[config.mk]
export PLATFORM = sky130hd
export DESIGN_NAME = ilb_cell
export DESIGN_NICKNAME = d
export VERILOG_FILES = /design/src/rtl/core/ilb_pkg.sv /design/src/rtl/core/ilb_cell.sv
export SDC_FILE = /design/constraint.sdc
export NUM_CORES = 1
export LEC_CHECK = 0
export ABC_CLOCK_PERIOD_IN_PS = 5590
export BUFFER_PORTS_ARGS = -buffer_cell sky130_fd_sc_hd__buf_2
export CAP_MARGIN = 20
export CORE_MARGIN = 5
export CORE_UTILIZATION = 43
export CTS_BUF_LIST = sky130_fd_sc_hd__clkbuf_16
export CTS_CLUSTER_SIZE = 8
export DETAILED_ROUTE_END_ITERATION = 16
export PLACE_DENSITY = 0.86
export SETUP_SLACK_MARGIN = 0.1
export SYNTH_ARGS = -nofsm -noshare
export SYNTH_HDL_FRONTEND = slang
export SYNTH_SLANG_ARGS = --single-unit
[constraint.sdc]
create_clock -name clk -period 5.59 [get_ports clk]
set_clock_uncertainty 0.05 [all_clocks]
set_input_delay 0.2795 -clock clk [delete_from_list [all_inputs] [get_ports clk]]
set_output_delay 0.2795 -clock clk [all_outputs]
set_load 0.1 [all_outputs]
[src/rtl/core/ilb_pkg.sv]
// ilb_pkg: shared types and constants for the indexed insert/erase list buffer
// command and status codes, cell control word, default sizes
// no dependencies
package ilb_pkg;

    localparam int DEPTH_DEF      = 64;
    localparam int WORD_WIDTH_DEF = 32;
    localparam int VALUE_W        = 32;
    localparam int READ_W         = 32;

    typedef enum logic [2:0] {
        CMD_PUSH   = 3'd0,
        CMD_POP    = 3'd1,
        CMD_INSERT = 3'd2,
        CMD_ERASE  = 3'd3,
        CMD_READ   = 3'd4,
        CMD_WRITE  = 3'd5,
        CMD_RESIZE = 3'd6
    } cmd_t;

    typedef enum logic [1:0] {
        ST_OK    = 2'd0,
        ST_FULL  = 2'd1,
        ST_EMPTY = 2'd2,
        ST_RANGE = 2'd3
    } status_t;

    // broadcast to every cell in the execute cycle
    typedef struct packed {
        logic go;
        cmd_t op;
    } ctl_t;

endpackage

[src/rtl/core/ilb_cell.sv]
// ilb_cell: one storage cell of the list buffer chain
// holds one word, takes from its left or right neighbor on insert/erase
// depends on ilb_pkg
module ilb_cell #(
    parameter int WORD_WIDTH = ilb_pkg::WORD_WIDTH_DEF,
    parameter int CW         = 7
) (
    input  logic                  clk,
    input  ilb_pkg::ctl_t         ctl,
    input  logic [CW-1:0]         pos,
    input  logic [CW-1:0]         idx,
    input  logic [CW-1:0]         count,
    input  logic [WORD_WIDTH-1:0] value_word,
    input  logic [WORD_WIDTH-1:0] left_word,
    input  logic [WORD_WIDTH-1:0] right_word,
    output logic [WORD_WIDTH-1:0] word,
    output logic [WORD_WIDTH-1:0] tap
);

    logic [WORD_WIDTH-1:0] word_reg;
    logic [WORD_WIDTH-1:0] word_next;
    logic [WORD_WIDTH-1:0] tap_reg;
    logic [WORD_WIDTH-1:0] tap_next;

    always_comb
    begin
        word_next = word_reg;
        tap_next  = '0;
        if (ctl.go)
        begin
            unique case (ctl.op)
                ilb_pkg::CMD_PUSH:
                begin
                    if (pos == count)
                        word_next = value_word;
                end
                ilb_pkg::CMD_POP:
                begin
                    word_next = word_reg;
                end
                ilb_pkg::CMD_INSERT:
                begin
                    // everything above the slot moves up one place
                    if (pos == idx)
                        word_next = value_word;
                    else if (pos > idx)
                        word_next = left_word;
                end
                ilb_pkg::CMD_ERASE:
                begin
                    if (pos >= idx)
                        word_next = right_word;
                end
                ilb_pkg::CMD_READ:
                begin
                    if (pos == idx)
                        tap_next = word_reg;
                end
                ilb_pkg::CMD_WRITE:
                begin
                    if (pos == idx)
                        word_next = value_word;
                end
                ilb_pkg::CMD_RESIZE:
                begin
                    // fill only the newly grown slots
                    if (pos >= count && pos < idx)
                        word_next = value_word;
                end
                default:
                begin
                    word_next = word_reg;
                end
            endcase
        end
    end

    always_ff @(posedge clk)
    begin
        word_reg <= word_next;
        tap_reg  <= tap_next;
    end

    assign word = word_reg;
    assign tap  = tap_reg;

endmodule

==> results.md, run 1 <==
Run status:
- The flow ran to the end, and the final reports show no timing, DRC or antenna violations.

Drt:
- The first TritonRoute pass finished after 4 iterations.
- The number of nets with antenna violations after routing is 0.
- The via density per instance is ~5.6.
- The routed layout has slightly above 3000 vias.
- The aggregate routed wire length is between 9000 and 10000 um.
- In this run, the number of DRC markers left after iteration 0 of detailed routing was about 190.
- After detailed routing, the average wire length per cell comes to between 15 and 20 um.
- The DRC violations left is 0.

Pwr:
- The combinational cell fraction of total power is 22.6%.
- The power density relative to cell area is 334.4 mW/mm^2.
- Of the total power, the share spent switching nets is a little under a third.
- In this run, flip-flops and latches consume between 30% and 40% of the power.
- The internal power summed over all cells is 0.0009697 W.
- The worst IR drop on VDD is around 0.00016 V.
- In this run the power spent charging and discharging nets is 0.0004420 W.
- The clock share of power is a little under 40%.
- In this run the static leakage power is between 2 and 2.5 nW.

Setup path:
- Data on the critical path arrives at its endpoint at 2.17 ns.
- The category of the worst setup path capture point is a flip-flop.
- In this run the worst path has a maximum fanout of 23.
- The critical path class is in -> reg.
- STA classifies the critical path startpoint as an input port.
- Data on the critical path is required at its endpoint by roughly 5.6 ns.

Timing:
- The final max-slew violation count was 0.
- Measured against its own limit, the worst slew margin works out to between 30 and 40%.
- The setup TNS is 0 ns.
- For the pin with the worst max-slew slack, the measured transition is approximately 1.0 ns.
- The slack of the critical path is about 3.4 ns.
- Setup repair after global routing left no endpoint under its margin.
- In the finished design, the share of the clock period the worst path needs comes to between 30% and 40%.
- Setup violations remaining at the end of the flow were counted as 0.
- The post-layout minimum cycle time is about 2.2 ns.
- The final-report hold violation count is 0.
- The maximum frequency from static timing analysis is between 400 and 500 MHz.

Placed design:
- The post-place instance area is about 0.0039 mm^2.
- In this run the tool buffered the top-level ports with around 190 buffer cells.
- The final estimated routing congestion in global placement is about 0.91.
- At the placement stage, the worst setup path has a slack of 2.829 ns.
- After legalization and detailed placement, the total HPWL measured 7077 um.

Synth:
- The average footprint of a synthesized cell is about 11 um^2.
- The fraction of post-synthesis cell area in the top cell type by area is roughly a third.
- The register area share after synthesis is between 50% and 60%.
- The net count after synthesis is 410.
- During synthesis, Yosys emitted a total of 0 warnings.
- Counting every instance in the synthesized netlist gives approximately 270.
- In this run, synthesis produced a sequential element count of between 60 and 70.
- The count of unique library cells instantiated by Yosys is 33.
- The post-synthesis instance area is roughly 0.003 mm^2.
- The synthesized design spends more area on one cell type than any other, namely edfxtp_1.
- By area the synthesized netlist is led by edfxtp_1 (33%), dfxtp_1 (22%), o22ai_1 (14%), and2_1 (6.8%), a21oi_1 (6.7%).

Global route:
- The global route total overflow is 0.
- The first-pass GRT wire length is 14970 um.
- The number of global-route vias before repair was 3085.
- The global-route total usage across every layer is a little over a fifth.
- The initial antenna violation count was 0.
- Entering global routing, the biggest net connects 34 pins.

Finish:
- The number of nets in the layout is roughly 600.
- The area growth from synthesis to layout is 44.25%.
- At the end of the flow the core is filled with cells to roughly 63%.
- The antenna diode count is 0.
- The leading cell type in the layout, fill and taps excluded is buf_2.
- Leaving out fill and tap cells, the most frequent cells in the layout are buf_2 (185), o22ai_1 (64), a21oi_1 (39).
- In the final layout, the share of cells above drive strength 1 is 45.22%.
- The finished cells cover roughly 0.0042 mm^2.

Floorplanning:
- The overall die width is a little over 90 um.
- The die area is about 0.0086 mm^2.
- The I/O pin count is around 190.
- The number of rows in the core area is 30.
- The effective utilization at floorplan is about 44%.
- The area inside the core boundary is roughly 0.0067 mm^2.
- The floorplan step set the die height to about 93 um.

CTS:
- The number of buffers on the longest clock path is 2.
- The TritonCTS clock tree is built.
- Clock tree synthesis inserted a total of 9 buffers.
- The root buffer cell chosen for the clock tree is clkbuf_16.
- For the worst-skew pair, the clock arrives at the later sink with an insertion delay of a little over 0.3 ns.
- For this design, the CTS-stage hold fixing added 0 buffers.
- The H-tree generated during clock tree synthesis spans 3 levels.
- The number of sinks on the clock net is 64.
- Clock-pin slew was measured on the worst setup and hold paths at approximately 0.050 ns.
- The total setup buffers inserted after CTS is 0.
- The number of instances resized during post-cts repair is 0.

Job:
- Across the run, the number of max-cap violations was 0.

Hold path:
- The class of the tightest hold or removal check is in -> reg.
-- critical path, cell delays in order --
cell and delay (ns):
buf_2 0.11, nor2b_2 0.46, buf_4 0.38, nand2_1 0.39
buf_16 0.30, o22ai_1 0.17, a21oi_1 0.07
-- worst paths after layout --
path / startpoint / endpoint / slack (ns) / cells past startpoint
setup / recovery: ctl[1] / word[3] / 3.39 / 7
hold / removal: right_word[20] / word[20] / 0.27 / 3
setup reg to reg: word[1] / tap[1] / 4.82 / 1
hold reg to reg: word[23] / tap[23] / 0.41 / 1
-- through the flow --
step | hold slack (ns) | cells | total power, W
global placement | 0.4011 | 523 | 0.0008541
detailed placement | 0.4034 | 523 | 0.0008599
CTS | 0.2576 | 539 | 0.001414
global route | 0.2679 | 540 | 0.001459
floorplan | 0.4810 | 274 | 0.0007687
finish | 0.2654 | 540 | 0.001412
-- Yosys cell counts --
library cell / n
nor2_4: 1
nor2b_1: 1
nand2b_1: 1
a21oi_1: 39
and4_1: 1
nand4b_1: 1
nand3b_1: 2
nor3b_1: 1
buf_6: 3
and2_1: 32
a21o_1: 1
buf_2: 8
edfxtp_1: 32
dfxtp_1: 32
o21a_1: 2
and3b_1: 1
nand3_1: 1
or2_1: 1
o21ai_1: 1
clkbuf_1: 6
o311ai_0: 1
a31oi_1: 2
nor4bb_1: 1
o211ai_1: 1
o21ai_0: 1
buf_1: 3
a211o_1: 1
o22ai_1: 64
nand2_1: 3
ha_1: 14
inv_1: 14
nand4_2: 1
nor4_1: 1
-- cell type report --
cell class                 instances  area [um^2]
fill                             536         2497
sequential                        64         1602
multi-input combinational        176         1177
timing repair buffer             190        983.4
clock buffer                      10        250.2
tap                               80        100.1
clock inverter                     6        56.30
inverter                          14        52.55
-- power by group through the flow --
stage          Combinational (W)  Clock (W)  Sequential, W
2_1_floorplan          0.0000671          0       0.000702
3_3_place_gp            0.000311          0       0.000544
3_5_place_dp            0.000316          0       0.000544
4_1_cts                 0.000317   0.000562       0.000535
5_1_grt                 0.000336   0.000588       0.000536
6_report                0.000319   0.000558       0.000534
-- per-layer routing --
layer  vias to the layer above  share of wire [%]  GRT usage, %
met1                      1414                 38         25.05
li1                       1412                  -             -
met3                        14                9.0         4.143
met4                         0                1.2         8.663
met5                         -                  0             0
met2                       180                 52         40.18
-- cell families after synthesis --
family	count (synthesis)	share of synthesized area (%)
adders and majority gates	14	5.986
buffers and inverters	34	5.472
and+or+nand+nor	49	11.07
DFF	64	54.72
AOI/OAI and AO/OA	113	22.74
Note: power is estimated with default switching activity, not from simulation.
==> run 2, diff against run 1 <==
--- a/config.mk
+++ b/config.mk
@@ -5,15 +5,15 @@
 export SDC_FILE = /design/constraint.sdc
 export NUM_CORES = 1
 export LEC_CHECK = 0
-export ABC_CLOCK_PERIOD_IN_PS = 5590
+export ABC_CLOCK_PERIOD_IN_PS = 1800
 export BUFFER_PORTS_ARGS = -buffer_cell sky130_fd_sc_hd__buf_2
 export CAP_MARGIN = 20
 export CORE_MARGIN = 5
-export CORE_UTILIZATION = 43
+export CORE_UTILIZATION = 38
 export CTS_BUF_LIST = sky130_fd_sc_hd__clkbuf_16
 export CTS_CLUSTER_SIZE = 8
 export DETAILED_ROUTE_END_ITERATION = 16
-export PLACE_DENSITY = 0.86
+export PLACE_DENSITY = 0.81
 export SETUP_SLACK_MARGIN = 0.1
 export SYNTH_ARGS = -nofsm -noshare
 export SYNTH_HDL_FRONTEND = slang
==> constraint.sdc (replaced) <==
create_clock -name clk -period 1.8 [get_ports clk]
set_clock_uncertainty 0.05 [all_clocks]
set_input_delay 0.09 -clock clk [delete_from_list [all_inputs] [get_ports clk]]
set_output_delay 0.09 -clock clk [all_outputs]
set_load 0.1 [all_outputs]
==> run 2 against run 1 <==
  * First-iteration DRC count down 31%
  * Design area rose by 9.7%
  * Global-route usage down 3.1 points
  * Core utilization down 2.0 points
  * Sequential cell count is the same
  * Combinational power rose to 3.5 times the previous value
  * Largest power group is now sequential cells
  * Highest routed layer unchanged
  * Power increased to 3.0 times the previous value
  * Sequential share of layout area shrank 3.4 points
==> results.md, run 2 (synthesized netlist as in run 1, its figures left out) <==
Finish:
- Leaving out fill and tap cells, the most frequent cell in the layout is buf_2.
- Compared with the post-synthesis result, the final layout area differs by 58.23%.
- The final core utilization is ~61%.
- The antenna diode count is 0.
- The area of all placed cells without fillers is between 0.004 and 0.005 mm^2.
- After filler insertion, the fill cell instance count of the layout stands at 677.
- The ratio of cells with drive above 1 in the final layout is roughly half.
- After the last flow step, the layout net total stands at between 600 and 700.
- Leaving out fill and tap cells, the most frequent cells in the layout are buf_2 (181), o22ai_1 (64), a21oi_1 (35).

Setup path:
- The category of the worst setup path capture point is a flip-flop.
- The critical path is of the in -> reg type.
- The cell with the largest stage delay on the worst path is ha_1.
- Data on the critical path arrives at its endpoint at ~1.7 ns.
- In this run the critical register-to-register path is captured at tap[15].
- The critical path ends at word[9].
- In this design, the stage delay of the slowest critical-path cell is between 0.3 and 0.4 ns.
- The launch point of the critical path is pos[1].
- Broken down by cell family, the worst path's largest delay share belongs to simple AND/OR/NAND/NOR gates.
- STA puts the critical path data required time at between 1.5 and 2 ns.
- In this run the number of cells on the critical path is 8.
- The worst reg2reg path startpoint is word[15].
- For flop-to-flop paths, the worst setup slack is 1.09 ns.
- The element type at the critical path start is an input port.
- The signal on the critical path passes through buf_2 > ha_1 > nand3b_1 > a21oi_2 > o21a_1 > nor4_4 > buf_6 > buf_12.
- Along the worst path, the maximum fanout reaches 14.
- The combined buffer and inverter count along the critical path is 3.
- For the worst flop-to-flop path, the logic depth is 1.

Placed design:
- The congestion estimate from routability-driven global placement came to around 0.77.
- The post-place instance area is between 0.004 and 0.005 mm^2.
- The HPWL after detailed placement is between 7000 and 8000 um.
- The number of port buffers is approximately 190.
- Before CTS, the worst setup slack after placement is -0.3008 ns.

Pwr:
- VDD sags by at most 0.0004236 V.
- The static leakage power is about 2.1 nW.
- For this design the ratio of total power to cell area is just over 900 mW/mm^2.

Drt:
- The detail route stage leaves a number of antenna-violating nets equal to 0.
- Dividing the detail-routed via count by the number of cells gives between 5 and 6.
- Across all layers, the routed design uses 2979 vias.
- The total iterations of the first detailed-routing run is 5.
- The DRC violations left is 0.
- The final layout contains routed wiring with a total length of between 9000 and 10000 um.
- The mean routed wirelength per cell is 16.99 um.
- The initial detailed-routing violation count is roughly 130.

Run status:
- The run finished with clean final reports.

CTS:
- The tree built by TritonCTS fans out to 64 sinks.
- The H-tree level count is 3.
- TritonCTS built the clock tree.
- The number of clock buffers added by TritonCTS is 9.
- The clock passes through at most 2 buffers.
- Clock-pin slew was measured on the worst setup and hold paths at 0.05 ns.
- The clock latency reported for the late side of the worst-skew pair is ~0.32 ns.
- The clock root buffer is clkbuf_16.
- In this run, post-CTS hold repair placed 0 buffers.

Floorplanning:
- The die area is approximately 0.0096 mm^2.
- From bottom edge to top edge, the die measures 97.76 um.
- For this configuration, the core starts out at a cell density of 38.47%.
- For this design the top-level I/O count stands at around 190.
- The area inside the core boundary is ~0.0076 mm^2.
- In this run the horizontal extent of the chip is around 98 um.
- In this run the core area contains 32 standard-cell rows.

Global route:
- The number of global-route vias before repair came to 2975.
- The initial antenna violation count is 0.
- Across every metal layer, demand over resource in global routing totals a little under a fifth.
- Global routing finished with a remaining overflow of 0.
- The first global-routing pass estimated approximately 15000 um of wire.
- The pin count of the biggest net entering global routing is 20.

Timing:
- The worst slack on hold paths is between 0.06 and 0.07 ns.
- The final max-slew violation count came to 0.
- The slack of the critical path is ~0.12 ns.
- Headroom to the max-slew limit came out at 65.75%.
- The final-report hold violation count is 0.
- The final setup violation count is 0.
- The post-layout minimum cycle time is around 1.7 ns.
- The maximum frequency from static timing analysis is just under 600 MHz.
- Summed over all failing endpoints, the final setup total negative slack is 0 ns.
- Setup repair after global routing could not meet its margin everywhere.
- The final critical path takes up 93.50% of the cycle.
- The slew at the pin closest to its max-slew limit is between 0.5 and 0.6 ns.

Job:
- Max-cap violations in this run came to 0.

Hold path:
- In this run the worst hold path is classified as in -> reg.
==> run 2: metrics by stage <==
stage / cells / power [W]
after global placement: 560 / 0.002701
after CTS: 578 / 0.004238
after floorplan: 274 / 0.002409
final: 580 / 0.004273
after global routing: 580 / 0.004434
after detailed placement: 560 / 0.002726
==> run 2: routing by layer <==
metal / global-route usage (%) / vias to the layer above / share of wire [%]
met2: 34.11 / 144 / 53
met4: 4.153 / 0 / 0.62
met1: 22.32 / 1379 / 40
met3: 5.286 / 8 / 6.7
li1: - / 1448 / -
met5: 0 / - / 0
==> run 2: layout make-up <==
| cell class | instances | area (um^2) | share of cell area (%) |
|---|---|---|---|
| flip-flops and latches | 64 | 1602 | 34.59 |
| multi-input cells | 176 | 1344 | 29.02 |
| repair buffers | 208 | 1224 | 26.43 |
| clock buffers | 9 | 225.2 | 4.864 |
| well taps | 102 | 127.6 | 2.756 |
| inverters | 14 | 75.07 | 1.621 |
| clock inverters | 7 | 33.78 | 0.7295 |
==> run 2: power by group <==
part	internal [W]	leakage, nW	total, W	switching [W]
Combinational	0.000334	1.44	0.00113	0.000793
Clock	0.000907	0.135	0.00150	0.000590
Sequential	0.00162	0.560	0.00165	0.0000283
Total	0.00286	2.14	0.00427	0.00141
==> run 2: timing repair <==
action,4_1_cts,5_1_grt
cloned,1,2
resized for setup,8,25
buffers inserted,1,0
pin swaps,1,3
endpoints found under the setup margin,32,32
==> run 2: worst min path at each step <==
stage | depth (start not counted) | slack, ns | end | startpoint
after detailed placement | 3 | 0.39 | word[10] | right_word[10]
after global routing | 3 | 0.09 | word[4] | right_word[4]
after global placement | 1 | 0.40 | tap[30] | word[30]
final | 3 | 0.06 | word[1] | right_word[1]
after CTS | 3 | 0.06 | word[1] | right_word[1]
after floorplan | 2 | 0.29 | word[0] | right_word[0]
